File: config.mk
export PLATFORM = sky130hd
export DESIGN_NAME = tli_ctrl
export DESIGN_NICKNAME = d
export VERILOG_FILES = /design/src/sv/tli_pkg.sv /design/src/sv/tli_ctrl.sv
export SDC_FILE = /design/constraint.sdc
export NUM_CORES = 1
export LEC_CHECK = 0
export ABC_AREA = 1
export ABC_CLOCK_PERIOD_IN_PS = 1800
export BUFFER_PORTS_ARGS = -buffer_cell sky130_fd_sc_hd__buf_4
export CORE_AREA = 10 10 47 49
export CTS_BUF_LIST = sky130_fd_sc_hd__clkbuf_8
export DETAILED_ROUTE_END_ITERATION = 10
export DIE_AREA = 0 0 57 59
export GPL_ROUTABILITY_DRIVEN = 1
export MAX_ROUTING_LAYER = met4
export PLACE_DENSITY = 0.6
export SYNTH_ARGS = -nofsm -noshare
export SYNTH_HDL_FRONTEND = slang
export SYNTH_SLANG_ARGS = --single-unit
File: constraint.sdc
create_clock -name clk -period 1.8 [get_ports clk]
set_clock_uncertainty 0.15 [all_clocks]
set_input_delay 0.36 -clock clk [delete_from_list [all_inputs] [get_ports clk]]
set_output_delay 0.36 -clock clk [all_outputs]
set_load 0.01 [all_outputs]
File: src/sv/tli_pkg.sv
// shared types and constants for the table linear interpolator
package tli_pkg;

	localparam int VAL_W     = 32;
	localparam int IDX_W     = 8;
	localparam int CNT_W     = 9;
	localparam int REG_W     = 2;
	localparam int FRAC_W    = 16;
	localparam int DIV_STEPS = 16;
	localparam int DIV_CNT_W = 4;
	localparam int PROD_W    = 50;

	localparam logic [CNT_W-1:0] CNT_RESET = 9'd2;

	// item opcodes
	localparam logic OP_WRITE = 1'b0;
	localparam logic OP_EVAL  = 1'b1;

	// result region codes
	localparam logic [REG_W-1:0] REGION_INTERIOR = 2'd0;
	localparam logic [REG_W-1:0] REGION_LOW      = 2'd1;
	localparam logic [REG_W-1:0] REGION_HIGH     = 2'd2;

	typedef enum logic [3:0] {
		S_IDLE,
		S_RD_FIRST,
		S_CHK_FIRST,
		S_CHK_LAST,
		S_SCAN,
		S_SEG,
		S_DIV,
		S_MUL,
		S_ADD,
		S_DONE
	} state_t;

	// table read address source
	typedef enum logic [2:0] {
		ADDR_FIRST,
		ADDR_LAST,
		ADDR_ONE,
		ADDR_NEXT,
		ADDR_PREV
	} addr_sel_t;

	typedef struct packed {
		logic      wr_point;
		logic      load_z;
		addr_sel_t addr_sel;
		logic      j_init;
		logic      j_step;
		logic      save_hi;
		logic      seg_setup;
		logic      div_step;
		logic      mul;
		logic      res_interior;
		logic      res_low;
		logic      res_high;
		logic      out_load;
	} cmd_t;

	typedef struct packed {
		logic z_lt_rd;
		logic div_last;
		logic out_free;
	} status_t;

endpackage

File: src/sv/tli_ctrl.sv
// controller state machine for the table linear interpolator
module tli_ctrl (
	input  logic              clk,
	input  logic              arst_n,
	input  logic              in_valid,
	input  logic              in_op,
	output logic              in_ready,
	input  tli_pkg::status_t  status,
	output tli_pkg::cmd_t     cmd
);
	import tli_pkg::*;

	state_t state_q, state_d;

	// state register
	always_ff @(posedge clk or negedge arst_n) begin
		if (!arst_n) begin
			state_q <= S_IDLE;
		end else begin
			state_q <= state_d;
		end
	end

	// next state
	always_comb begin
		state_d = state_q;
		unique case (state_q)
			S_IDLE: begin
				if (in_valid && in_op == OP_EVAL) state_d = S_RD_FIRST;
			end
			S_RD_FIRST:  state_d = S_CHK_FIRST;
			S_CHK_FIRST: state_d = status.z_lt_rd ? S_DONE : S_CHK_LAST;
			S_CHK_LAST:  state_d = status.z_lt_rd ? S_SCAN : S_DONE;
			S_SCAN: begin
				if (status.z_lt_rd) state_d = S_SEG;
			end
			S_SEG: state_d = S_DIV;
			S_DIV: begin
				if (status.div_last) state_d = S_MUL;
			end
			S_MUL: state_d = S_ADD;
			S_ADD: state_d = S_DONE;
			S_DONE: begin
				if (status.out_free) state_d = S_IDLE;
			end
			default: state_d = S_IDLE;
		endcase
	end

	// command outputs
	always_comb begin
		cmd      = '0;
		in_ready = 1'b0;
		unique case (state_q)
			S_IDLE: begin
				in_ready = 1'b1;
				if (in_valid) begin
					cmd.wr_point = (in_op == OP_WRITE);
					cmd.load_z   = (in_op == OP_EVAL);
				end
			end
			S_RD_FIRST: cmd.addr_sel = ADDR_FIRST;
			S_CHK_FIRST: begin
				if (status.z_lt_rd) begin
					cmd.res_low = 1'b1;
				end else begin
					cmd.addr_sel = ADDR_LAST;
				end
			end
			S_CHK_LAST: begin
				if (status.z_lt_rd) begin
					cmd.addr_sel = ADDR_ONE;
					cmd.j_init   = 1'b1;
				end else begin
					cmd.res_high = 1'b1;
				end
			end
			S_SCAN: begin
				if (status.z_lt_rd) begin
					cmd.save_hi  = 1'b1;
					cmd.addr_sel = ADDR_PREV;
				end else begin
					cmd.addr_sel = ADDR_NEXT;
					cmd.j_step   = 1'b1;
				end
			end
			S_SEG: cmd.seg_setup = 1'b1;
			S_DIV: cmd.div_step = 1'b1;
			S_MUL: cmd.mul = 1'b1;
			S_ADD: cmd.res_interior = 1'b1;
			S_DONE: cmd.out_load = status.out_free;
			default: cmd = '0;
		endcase
	end

endmodule

# --- Word level (Yosys, flattened, before mapping) ---
# Index checks and enable logic that the tools add are counted.
word_totals:
  latchBits: 0
  ram_bits: 0
  input_bits: 7
  romBits: 0
  reg_bits: 4
  memories: 0
classes:
  n_mul: 0
  n_eq_ne: 13
  n_addsub: 0
  div_mod_pow: 0
  n_mux: 25
  n_bitwise: 1
  n_lt_le_gt_ge: 0
  reduce_logical: 3
  n_shift: 0
op_table:
  columns: ["op", "count"]
  rows:
  - ["$pmux 4 s10", 1]
  - ["$mux 4", 6]
  - ["$eq 4x3->1 const B", 4]
  - ["$mux 1", 12]
  - ["$pmux 3 s3", 1]
  - ["$eq 4x2->1 const B", 2]
  - ["$eq 4x4->1 const B", 2]
  - ["$ne 2x2->1 const B", 4]
  - ["$mux 2", 3]
  - ["$mux 3", 2]
  - ["$eq 4x1->1 const B", 1]
  - ["$logic_not 4->1", 1]
  - ["$reduce_and 4->1", 1]
  - ["$logic_and 1x1->1", 1]
  - ["$not 1->1", 1]

# --- Depth between registers and ports, before layout ---
logic_depth:
  depth_word: 3
  depth_mapped: 7
  depth_no_buf: 7

# --- Worst setup path after synthesis ---
# OpenSTA, ideal clock, no wires.
synth_path:
  path_kind: "register to output"
  from: "register state_q[3]"
  to: "output cmd[12] (netlist name)"
  arrival_ns: 1.193
  path_buffers: 1
  setup_slack_ns: 0.097
  stages_incl_launch_ff: 5
  cell_sequence: "dfrtp_1 -> nor2_4 -> inv_2 -> nor3_1 -> buf_4"
synth_rtl:
  columns: ["element", "line_no", "text"]
  rows:
  - ["start, declared", "tli_ctrl.sv:13", "state_t state_q, state_d;"]
  - ["start signal, assigned", "tli_ctrl.sv:20", "state_q <= state_d;"]
  - ["end, declared", "tli_ctrl.sv:9", "output tli_pkg::cmd_t cmd"]

==> run metrics <==
number of clock sinks=4; worst-case clock buffer depth=2; count of pins over their slew limit=0; fraction of final layout cells sized beyond drive strength 1=55.6%; CTS buffer count=3; library cells used by synthesis=15; slew at the pin closest to its max-slew limit=229 ps; vias=479; number of DRC violations after detailed routing=0; critical path required time=1290 ps; H-tree lvl count=1; commonest cells after routing, fill and taps aside=sky130_fd_sc_hd__buf_4, sky130_fd_sc_hd__nand2_1, sky130_fd_sc_hd__inv_1, sky130_fd_sc_hd__inv_2; total gr overflow=0; status=completed; clock insertion delay at the later pin of the skew report=210 ps; Final #Nets=99; final std cell area, no fill=657 um2; Total Wirelength=1330 um; FF-to-FF Start=state_q[3]; Crit Path Max Fanout=4; number of flip-flops in the largest register=4; number of instances in the synthesized netlist=63; category of the worst setup path capture point=output port; maximum number of pins on one net before global-route repair=5; Starting DRT DRC Count=4; first-pass GRT wire length=2010 um; final-layout fill cell count=155; unrepaired setup endpoints after global routing=yes; Setup Viol. Count Final=0; #FFs+latches synth=4; area growth from synthesis to final layout=70.5%; start point of the critical path=state_q[3]; Worst VDD drop=0.000762 V; boundary pin count=23; leakage power summed over all cells=0.400 nW; count of input and output buffers=22; critical path type=flip-flop to output port; netlist area before placement=385 um2; Multi-input gate area=241 um2; Starting Density=27.5%; Die Height=59 um; antenna violations before repair=0; routed length per placed instance=12.5 um; startpoint type of the worst setup path=flip-flop; sequential fraction of the synthesis area=26.0%; share of the core filled with cells=46.9%; final sum of negative setup slack=0 ps; instance area at placement=571 um2; placed wire-length estimate=1060 um; Hold Startpoint=status[2]; most frequent standard cell in the layout excluding fill and tap cells=sky130_fd_sc_hd__buf_4; Clock Pin Slew Worst Setup and Hold Paths=30 ps; top register by number of flip-flops=state_q; top-area cell type share of the netlist area=26.0%; Placer Congestion=0.828; maximum clock rate=569 MHz; power density relative to cell area=1520 mW/mm2; core outline area=0.00140 mm2; area taken by flip-flops and latches=104 um2; all-layer global routing usage=7.57%; worst hold path type=primary input to flip-flop; die width=57 um; average cell area after synthesis=6.12 um2; Worst Path Arrival=1250 ps; Final period util=97.7%; synthesized netlist net count=70; count of antenna diodes in the layout=0; cell type contributing the most total cell area after synthesis=sky130_fd_sc_hd__dfrtp_1; Tmin final=1760 ps; number of detailed-routing iterations run before antenna repair=4; Rel. slew slack=84.7%; cell types occupying the most area after synthesis=sky130_fd_sc_hd__dfrtp_1, sky130_fd_sc_hd__nand2_1, sky130_fd_sc_hd__inv_1; number of vias per cell=4.52; count of yosys warnings during synthesis=0; area of the die=0.00336 mm2; via count of the first global-routing pass=488; Root Driver=sky130_fd_sc_hd__clkbuf_8; largest registers=state_q: 4 flops; Std-Cell Rows=14; number of hold violations in the final report=0; antenna violation net count after detailed routing=0; clock tree from TritonCTS=yes; number of maximum-capacitance constraint violations=0
layer usage:
| layer | vias to the layer above | track usage [%] | wire [um] |
|---|---|---|---|
| met4 | 0 | 2.01 | 6 |
| met1 | 215 | 7.42 | 547 |
| met5 | - | - | 0 |
| met3 | 2 | 4.08 | 102 |
| li1 | 243 | - | - |
| met2 | 19 | 12.9 | 672 |
final timing paths:
check / depth (start not counted) / slack [ps] / endpoint
setup / recovery: 6 / 40 / cmd[14]
max in group asynchronous: 2 / 1050 / state_q[3]
setup reg to reg: 7 / 510 / state_q[0]
hold / removal: 3 / 280 / state_q[2]
hold reg to reg: 1 / 450 / state_q[1]
min in group asynchronous: 2 / 340 / state_q[1]
cell usage after synthesis, drive strengths merged:
| cell | instances |
|---|---|
| nor2 | 13 |
| nand4 | 1 |
| o211ai | 1 |
| nand3 | 7 |
| nor4 | 1 |
| inv | 16 |
| nand2 | 17 |
| buf | 1 |
| nor3 | 2 |
| dfrtp | 4 |
kinds of logic (layout without fill, tap and decap cells):
logic type             count (synthesis)  in the layout  synth area share [%]
AOI/OAI and AO/OA                      1              1                  1.95
buffers and inverters                 17             44                  17.5
DFF                                    4              4                  26.0
and+or+nand+nor                       41             41                  54.6
area by class of cell:
cell class / instances / share of cell area [%]
Sequential cell: 4 / 15.8
Inverter: 16 / 9.14
Tap cell: 16 / 3.05
Multi-Input combinational cell: 42 / 36.8
Timing Repair Buffer: 25 / 29.0
Clock buffer: 3 / 6.29
critical path, stage by stage, from the launching register on:
cell and delay [ps]:
sky130_fd_sc_hd__dfrtp_2 450, sky130_fd_sc_hd__nor2_4 150, sky130_fd_sc_hd__inv_2 70, sky130_fd_sc_hd__nor2_2 100
sky130_fd_sc_hd__nand2_1 60, sky130_fd_sc_hd__nor2_1 80, sky130_fd_sc_hd__buf_4 130
through the flow:
stage               power [mW]  setup slack (ps)  hold WS [ps]  std cells
CTS                      0.956             -4.14           281        105
global placement         0.736               186          9.28        101
finish                   0.997              42.3           278        106
detailed placement       0.737               185          10.0        101
global route              1.07             -51.3           303        106
floorplan                0.534              97.3         -85.6         63
where the power goes:
part | internal, mW | switching, mW | total [mW] | leakage [nW]
logic | 0.256 | 0.350 | 0.606 | 0.331
clock network | 0.142 | 0.0420 | 0.184 | 0.0216
registers | 0.137 | 0.0698 | 0.207 | 0.0474
repair_timing:
action | 4_1_cts | 5_1_grt
pin swaps | 0 | 1
setup buffers | 0 | 1
cloned | 0 | 0
hold buffers | 1 | 0
hold endpoints to repair | 4 | 0
setup endpoints to repair | 5 | 8
gates resized for setup | 5 | 6
Power figures use the tool's default switching activity.
